[src/acm_pkg.sv]
// acm_pkg: shared codes and the command/status types between the matcher
// controller and datapath. No dependencies.
package acm_pkg;

    localparam int PID_W = 10;
    localparam int CNT_W = 16;
    localparam int NUM_W = 11;

    localparam logic REG_PATTERN_LENGTH = 1'b0;
    localparam logic REG_ALPHABET_SIZE  = 1'b1;

    localparam logic [1:0] MODE_PATTERN = 2'd0;
    localparam logic [1:0] MODE_BUILD   = 2'd1;
    localparam logic [1:0] MODE_TEXT    = 2'd2;
    localparam logic [1:0] MODE_CLEAR   = 2'd3;

    localparam logic [2:0] ST_OK     = 3'd0;
    localparam logic [2:0] ST_MATCH  = 3'd1;
    localparam logic [2:0] ST_FULL   = 3'd2;
    localparam logic [2:0] ST_BADSYM = 3'd3;
    localparam logic [2:0] ST_PHASE  = 3'd4;

    typedef enum logic [4:0] {
        OP_NONE,
        OP_LOAD,
        OP_RES_PHASE,
        OP_RES_BAD_INS,
        OP_RES_BAD_SRCH,
        OP_INS_RD,
        OP_INS_CHK,
        OP_INS_TERM,
        OP_SRCH_RD,
        OP_SRCH_CHK,
        OP_SRCH_FAIL,
        OP_SRCH_TERM,
        OP_ROOT_INIT,
        OP_ROOT_RD,
        OP_ROOT_CHK,
        OP_DEQ,
        OP_CUR,
        OP_CURF,
        OP_SYM_RD,
        OP_SYM_CHK,
        OP_WALK,
        OP_WFAIL,
        OP_BUILD_END,
        OP_SWEEP_START,
        OP_SWEEP,
        OP_OUT
    } op_t;

    typedef struct packed {
        op_t  op;
        logic ready;
    } cmd_t;

    typedef struct packed {
        logic [1:0] mode;
        logic       phase_search;
        logic       bad_sym;
        logic       g_zero;
        logic       full;
        logic       close;
        logic       bsym_last;
        logic       queue_empty;
        logic       sweep_last;
        logic       out_free;
    } stat_t;

endpackage

[src/acm_ctrl.sv]
// acm_ctrl: sequencer of the matcher; issues at most one datapath operation a cycle,
// none while it waits for input or for the result output to free. Depends on acm_pkg.
module acm_ctrl (
    input  logic          clk,
    input  logic          rst_n,
    input  logic          in_valid,
    input  acm_pkg::stat_t stat,
    output acm_pkg::cmd_t  cmd
);
    import acm_pkg::*;

    typedef enum logic [4:0] {
        S_INIT, S_IDLE, S_DISP, S_INS_CHK, S_INS_TERM, S_SRCH_CHK, S_SRCH_FAIL,
        S_SRCH_TERM, S_ROOT_RD, S_ROOT_CHK, S_DEQ, S_CUR, S_CURF, S_SYM_RD,
        S_SYM_CHK, S_WALK, S_WFAIL, S_CLR, S_DONE
    } state_t;

    state_t state_reg, state_next;

    always_comb
    begin
        state_next = state_reg;
        cmd.op     = OP_NONE;
        cmd.ready  = 1'b0;
        unique case (state_reg)
            S_INIT:
            begin
                cmd.op = OP_SWEEP;
                if (stat.sweep_last)
                begin
                    state_next = S_IDLE;
                end
            end
            S_IDLE:
            begin
                cmd.ready = 1'b1;
                if (in_valid)
                begin
                    cmd.op     = OP_LOAD;
                    state_next = S_DISP;
                end
            end
            S_DISP:
            begin
                unique case (stat.mode)
                    MODE_PATTERN:
                    begin
                        if (stat.phase_search)
                        begin
                            cmd.op     = OP_RES_PHASE;
                            state_next = S_DONE;
                        end
                        else if (stat.bad_sym)
                        begin
                            cmd.op     = OP_RES_BAD_INS;
                            state_next = S_DONE;
                        end
                        else
                        begin
                            cmd.op     = OP_INS_RD;
                            state_next = S_INS_CHK;
                        end
                    end
                    MODE_BUILD:
                    begin
                        if (stat.phase_search)
                        begin
                            cmd.op     = OP_RES_PHASE;
                            state_next = S_DONE;
                        end
                        else
                        begin
                            cmd.op     = OP_ROOT_INIT;
                            state_next = S_ROOT_RD;
                        end
                    end
                    MODE_TEXT:
                    begin
                        if (!stat.phase_search)
                        begin
                            cmd.op     = OP_RES_PHASE;
                            state_next = S_DONE;
                        end
                        else if (stat.bad_sym)
                        begin
                            cmd.op     = OP_RES_BAD_SRCH;
                            state_next = S_DONE;
                        end
                        else
                        begin
                            cmd.op     = OP_SRCH_RD;
                            state_next = S_SRCH_CHK;
                        end
                    end
                    MODE_CLEAR:
                    begin
                        cmd.op     = OP_SWEEP_START;
                        state_next = S_CLR;
                    end
                    default: ;
                endcase
            end
            S_INS_CHK:
            begin
                cmd.op = OP_INS_CHK;
                if (!stat.full && stat.close)
                begin
                    state_next = S_INS_TERM;
                end
                else
                begin
                    state_next = S_DONE;
                end
            end
            S_INS_TERM:
            begin
                cmd.op     = OP_INS_TERM;
                state_next = S_DONE;
            end
            S_SRCH_CHK:
            begin
                cmd.op     = OP_SRCH_CHK;
                state_next = stat.g_zero ? S_SRCH_FAIL : S_SRCH_TERM;
            end
            S_SRCH_FAIL:
            begin
                cmd.op     = OP_SRCH_FAIL;
                state_next = S_SRCH_CHK;
            end
            S_SRCH_TERM:
            begin
                cmd.op     = OP_SRCH_TERM;
                state_next = S_DONE;
            end
            S_ROOT_RD:
            begin
                cmd.op     = OP_ROOT_RD;
                state_next = S_ROOT_CHK;
            end
            S_ROOT_CHK:
            begin
                cmd.op     = OP_ROOT_CHK;
                state_next = stat.bsym_last ? S_DEQ : S_ROOT_RD;
            end
            S_DEQ:
            begin
                if (stat.queue_empty)
                begin
                    cmd.op     = OP_BUILD_END;
                    state_next = S_DONE;
                end
                else
                begin
                    cmd.op     = OP_DEQ;
                    state_next = S_CUR;
                end
            end
            S_CUR:
            begin
                cmd.op     = OP_CUR;
                state_next = S_CURF;
            end
            S_CURF:
            begin
                cmd.op     = OP_CURF;
                state_next = S_SYM_RD;
            end
            S_SYM_RD:
            begin
                cmd.op     = OP_SYM_RD;
                state_next = S_SYM_CHK;
            end
            S_SYM_CHK:
            begin
                cmd.op = OP_SYM_CHK;
                if (!stat.g_zero)
                begin
                    state_next = S_WALK;
                end
                else
                begin
                    state_next = stat.bsym_last ? S_DEQ : S_SYM_RD;
                end
            end
            S_WALK:
            begin
                cmd.op = OP_WALK;
                if (stat.g_zero)
                begin
                    state_next = S_WFAIL;
                end
                else
                begin
                    state_next = stat.bsym_last ? S_DEQ : S_SYM_RD;
                end
            end
            S_WFAIL:
            begin
                cmd.op     = OP_WFAIL;
                state_next = S_WALK;
            end
            S_CLR:
            begin
                cmd.op = OP_SWEEP;
                if (stat.sweep_last)
                begin
                    state_next = S_DONE;
                end
            end
            S_DONE:
            begin
                if (stat.out_free)
                begin
                    cmd.op     = OP_OUT;
                    state_next = S_IDLE;
                end
            end
            default: ;
        endcase
    end

    always_ff @(posedge clk or negedge rst_n)
    begin
        if (!rst_n)
        begin
            state_reg <= S_INIT;
        end
        else
        begin
            state_reg <= state_next;
        end
    end

endmodule

[config.mk]
export PLATFORM = sky130hd
export DESIGN_NAME = acm_ctrl
export DESIGN_NICKNAME = d
export VERILOG_FILES = /design/src/acm_pkg.sv /design/src/acm_ctrl.sv
export SDC_FILE = /design/constraint.sdc
export NUM_CORES = 1
export LEC_CHECK = 0
export ABC_AREA = 0
export ABC_CLOCK_PERIOD_IN_PS = 1900
export BUFFER_PORTS_ARGS = -buffer_cell sky130_fd_sc_hd__clkbuf_2
export CORE_UTILIZATION = 50
export CTS_CLUSTER_SIZE = 30
export DETAILED_ROUTE_END_ITERATION = 10
export PLACE_DENSITY = 0.8
export SLEW_MARGIN = 0
export SYNTH_ARGS = -nofsm -noshare
export SYNTH_HDL_FRONTEND = slang
export SYNTH_SLANG_ARGS = --single-unit
export TNS_END_PERCENT = 10
[constraint.sdc]
create_clock -name clk -period 1.9 [get_ports clk]
set_input_delay 0 -clock clk [delete_from_list [all_inputs] [get_ports clk]]
set_output_delay 0 -clock clk [all_outputs]
set_load 0.01 [all_outputs]
# Word level (Yosys, flattened, before mapping)
# Cells that the tools add are included.
word_totals:
  reg_bits: 5
  word_cells: 63
  output_inout_bits: 6
op_classes:
  mux: 29
  n_reduce_logical: 8
  n_eq_ne: 25
op_table:
  columns: ["op", "n"]
  rows:
  - ["case mux 5 bit (18 select lines)", 2]
  - ["2-to-1 mux 5 bit", 14]
  - ["== test 5 x 4 -> 1 bit (second input constant)", 8]
  - ["case mux 5 bit (4 select lines)", 2]
  - ["== test 5 x 3 -> 1 bit (second input constant)", 4]
  - ["nonzero test 18 bit", 1]
  - ["== test 5 bit (second input constant)", 3]
  - ["2-to-1 mux 3 bit", 4]
  - ["2-to-1 mux 4 bit", 3]
  - ["== test 5 x 2 -> 1 bit (second input constant)", 2]
  - ["!= test 2 bit (second input constant)", 4]
  - ["== test 5 x 1 -> 1 bit (second input constant)", 1]
  - ["logical NOT 5 bit", 1]
  - ["AND reduction 5 bit", 1]
  - ["== test 2 bit (second input constant)", 2]
  - ["OR reduction 2 bit", 2]
  - ["2-to-1 mux 1 bit", 3]
  - ["== test 2 x 1 -> 1 bit (second input constant)", 1]
  - ["logical NOT 2 bit", 1]
  - ["2-to-1 mux 2 bit", 1]
  - ["logical AND 1 bit", 1]
  - ["logical NOT 1 bit", 1]

# Depth between registers and ports, before layout
depth:
  depth_word: 4
  ltp_mapped: 6
  depth_no_buf: 5

# Least setup slack after synthesis
# OpenSTA, ideal clock, no wires.
synth_path:
  kind: "flip-flop to flip-flop"
  startpoint: "register state_reg[0]"
  endpoint: "register state_reg[1]"
  setup_slack_ns: 0.326
  n_path_buf: 1
  arrival_ns: 1.450
  required_ns: 1.775
  stages_incl_launch_ff: 6
  cell_sequence: "dfrtp_1 -> buf_6 -> nor3_1 -> a21oi_1 -> o32ai_4 -> mux2_2"
synth_between:
  elab_chain_len: 4
synth_rtl:
  columns: ["element", "line", "text"]
  rows:
  - ["start, declared", "acm_ctrl.sv:18", "state_t state_reg, state_next;"]
  - ["start signal, assigned", "acm_ctrl.sv:230", "state_reg <= state_next;"]
  - ["== test 5 x 3 -> 1 bit", "acm_ctrl.sv:25", "unique case (state_reg)"]
  - ["OR reduction 2 bit (no line)", null, null]
  - ["nonzero test 18 bit (no line)", null, null]
  - ["AND reduction 5 bit (no line)", null, null]
# Several ways; a longest one is shown, not always the timed one.
# A chain may end at the register's enable or synchronous reset.

==> flow_summary.toml <==
[status]
status = "completed"

[yosys]
syn_area_per_cell_sq_um = 7.70
netlist_top_cells_count = "10 x sky130_fd_sc_hd__nor2_1, 9 x sky130_fd_sc_hd__o21ai_0"
dominantRegCellSynth = "sky130_fd_sc_hd__dfrtp_1"
synthMostInstantiatedCell = "sky130_fd_sc_hd__nor2_1"
ys_seq_elements = 5
yosys.area.top_type_share_pct = 12.3
synthDominantAreaCellType = "sky130_fd_sc_hd__dfrtp_1"
syn-instance-count = 132
synth_seq_area_share_pct = 12.3
netlist_top_cells_area = "sky130_fd_sc_hd__dfrtp_1 12%, sky130_fd_sc_hd__buf_6 7.8%, sky130_fd_sc_hd__o211ai_1 5.2%"
synth_nets = 146
netlist_area_sq_um = 1020
ys_warn_count = 0
synth.distinct_cells = 55
asyncSetResetFlopFracSynth_pct = 100
synth-edff-count = 0

[global_routing]
grt_first_pass_wirelength_um = 4550
first_global_vias = 1035
grt_resource_usage_total_pct = 29.2
grt.busiest_layer = "met2"
overflow = 0
routing_usage_on_met2_pct = 50.8
grt_antenna_before_repair = 0
grt.met3_usage_pct = 6.54
largest_net_degree_at_the_start_of_global_routing = 19
globalRouteMet1Util_pct = 36.0

[finish]
finalCoreUtilization_pct = 71.3
fill_cell_total_of_the_finished_layout = 138
largest_reg_flops = 5
multi_input_area_sq_um = 767
ff_latch_area_sq_um = 131
finish.net_count = 187
drive_gt1_share_pct = 40.1
area_growth_pct = 27.8
final-instance-count-excl-fill = 197
n_antenna_cell = 0
final_design_area_no_fill_sq_um = 1300

[critical_path]
critical_path_depth = 7
worst-path-buf-inv = 2
cp_data_required_time_ns = 1.90
crit_path_start_kind = "register"
cpLargestDelayFamily = "compound AO/OA/AOI/OAI gates"
timing.critical_path.slowest_stage_cell = "sky130_fd_sc_hd__dfrtp_2"
critPathMostFrequentCell = "sky130_fd_sc_hd__nor2_1"
crit_chain = "clkbuf_4 -> nor2_1 -> a22o_1 -> a22oi_1 -> nor2_1 -> or3_1 -> clkbuf_2"
crit_path_end_kind = "output port"
critical_path_class = "register to output port"
crit_arrival_ns = 1.85
worstRegToRegCells = 7
critical_path.max_stage_delay_ns = 0.39
path_max_fanout = 7

[power]
post-layout-total-power_mw = 2.42
cellInternalPower_mw = 1.24
irDropWorstVdd_mv = 1.03
share_seq_of_total_power_pct = 11.6
power.clock.fraction_pct = 5.2
p_per_area_nw_per_um2 = 1860
power_frac_comb_pct = 83.2
total_switching_power_mw = 1.18
switching_share_pct = 48.8
total_leakage_power_nw = 0.567

[run]
timing.max_cap.violations = 0

[place]
placement.cell_area_sq_um = 1140
placement.io_buffers = 19
gp_congestion = 1.01
hpwlAfterDp_um = 2250
placed_cells_incl_taps = 177
dpl_worst_slack_ns = 0.0977

[sta]
clock-skew-final_ns = 0.00163
whs_ns = 0.149
max_freq_mhz = 540
slew_violations = 0
timing.final.ws_setup_ns = 0.0468
total_neg_setup_slack_ns = 0
worstMarginPinSlew_ns = 0.333
report.final.hold_viol_count = 0
min_period_ns = 1.85
setup_viol = 0
relSlewSlack_pct = 77.7
layout_worst_path_cycle_share_pct = 97.5

[cts]
insertion_delay_ns = 0.24
cts.clk_slew.worst_paths_ns = 0.04
clock-sinks = 5
cts_root_buf = "sky130_fd_sc_hd__clkbuf_4"
tritoncts_buffers = 3
clk_path_buf_depth = 2
clock_tree_from_tritoncts = "built"
htree_levels = 1

[route]
antenna_left = 0
detail_route.drc_violations = 0
wire_per_inst_um = 17.3
detail_route.first_pass.iterations = 5
vias_per_cell = 6.50
routed_wirelength_um = 3410
detail_route.iter0.violations = 71
via_count = 1280

[floorplan]
i_o_pin_count = 20
initial_core_util_pct = 55.8
rows = 15
die-area_sq_um = 2220
die-width_um = 47.1
dieHeight_um = 47.1
core_box_area_sq_um = 1820

[min_path]
min_path_type = "input pin to asynchronous set/reset pin"
cell usage in the layout, fill, tap and decap left out, drive strengths merged, types with 2 or more instances in the layout:
cell type | synthesis | final
buf | 9 | 26
clkbuf | 2 | 24
o21ai | 14 | 14
nor2 | 10 | 10
a21oi | 8 | 8
nand2 | 7 | 7
o211ai | 7 | 7
inv | 6 | 6
nand3 | 5 | 5
dfrtp | 5 | 5
nand2b | 5 | 5
nor2b | 5 | 5
and3 | 4 | 4
nor3 | 3 | 3
or3b | 3 | 3
a32oi | 2 | 2
o21a | 2 | 2
a31oi | 2 | 2
nand3b | 2 | 2
a211o | 2 | 2
nand4b | 2 | 2
a21o | 2 | 2
mux2i | 2 | 2
or2 | 2 | 2
a21boi | 2 | 2
a22oi | 2 | 2
a221oi | 2 | 2
mux2 | 2 | 2
area by class of cell:
class | instances | share of cell area (%)
Timing Repair Buffer | 47 | 24.7
Clock buffer | 4 | 2.02
Sequential cell | 5 | 10.1
Multi-Input combinational cell | 110 | 59.1
Inverter | 6 | 1.73
Tap cell | 25 | 2.41
cells by family (layout without fill, tap and decap cells):
kind of cell | after synthesis | after routing | share of synthesized area (%)
AOI/OAI and AO/OA | 52 | 52 | 37.7
and+or+nand+nor | 52 | 52 | 31.4
buffers and inverters | 17 | 57 | 12.7
DFF | 5 | 5 | 12.3
muxes | 4 | 4 | 4.19
xor gates and xnor gates | 2 | 2 | 1.72
per-layer routing:
layer / vias to the layer above / share of wire [%]
li1: 580 / -
met2: 102 / 47
met3: 25 / 10
met5: - / 0
met1: 573 / 38
met4: 0 / 4.1
path summary, 6_finish.rpt:
kind / slack (ns) / from / to
max: 0.05 / state_reg[2] / cmd[4]
min: 0.15 / rst_n / state_reg[0]
max reg2reg: 0.13 / state_reg[3] / state_reg[0]
min reg2reg: 0.62 / state_reg[1] / state_reg[1]
max in group asynchronous: 1.60 / rst_n / state_reg[1]
min in group clk: 0.24 / stat[6] / state_reg[3]
power by group through the flow:
stage | Combinational [mW] | Clock [mW] | Sequential (mW)
detailed placement | 1.64 | 0 | 0.326
finish | 2.01 | 0.125 | 0.280
CTS | 1.70 | 0.124 | 0.319
global placement | 1.61 | 0 | 0.320
global route | 2.12 | 0.136 | 0.283
floorplan | 1.34 | 0 | 0.204
worst reg2reg max path, stage by stage, from the launching register on:
cell                      delay [ns]
sky130_fd_sc_hd__dfrtp_2        0.46
sky130_fd_sc_hd__buf_4          0.16
sky130_fd_sc_hd__or2_4          0.27
sky130_fd_sc_hd__a21oi_2        0.15
sky130_fd_sc_hd__o32ai_4        0.13
sky130_fd_sc_hd__buf_4          0.17
sky130_fd_sc_hd__a31oi_1        0.21
sky130_fd_sc_hd__a22oi_2        0.09
timing repair:
action	in CTS	in global routing
setup buffers	3	12
resized for setup	5	3
endpoints found under the setup margin	1	1
hold endpoints to repair	5	0
hold buffers	1	0
(Power assumes the default switching activity.)
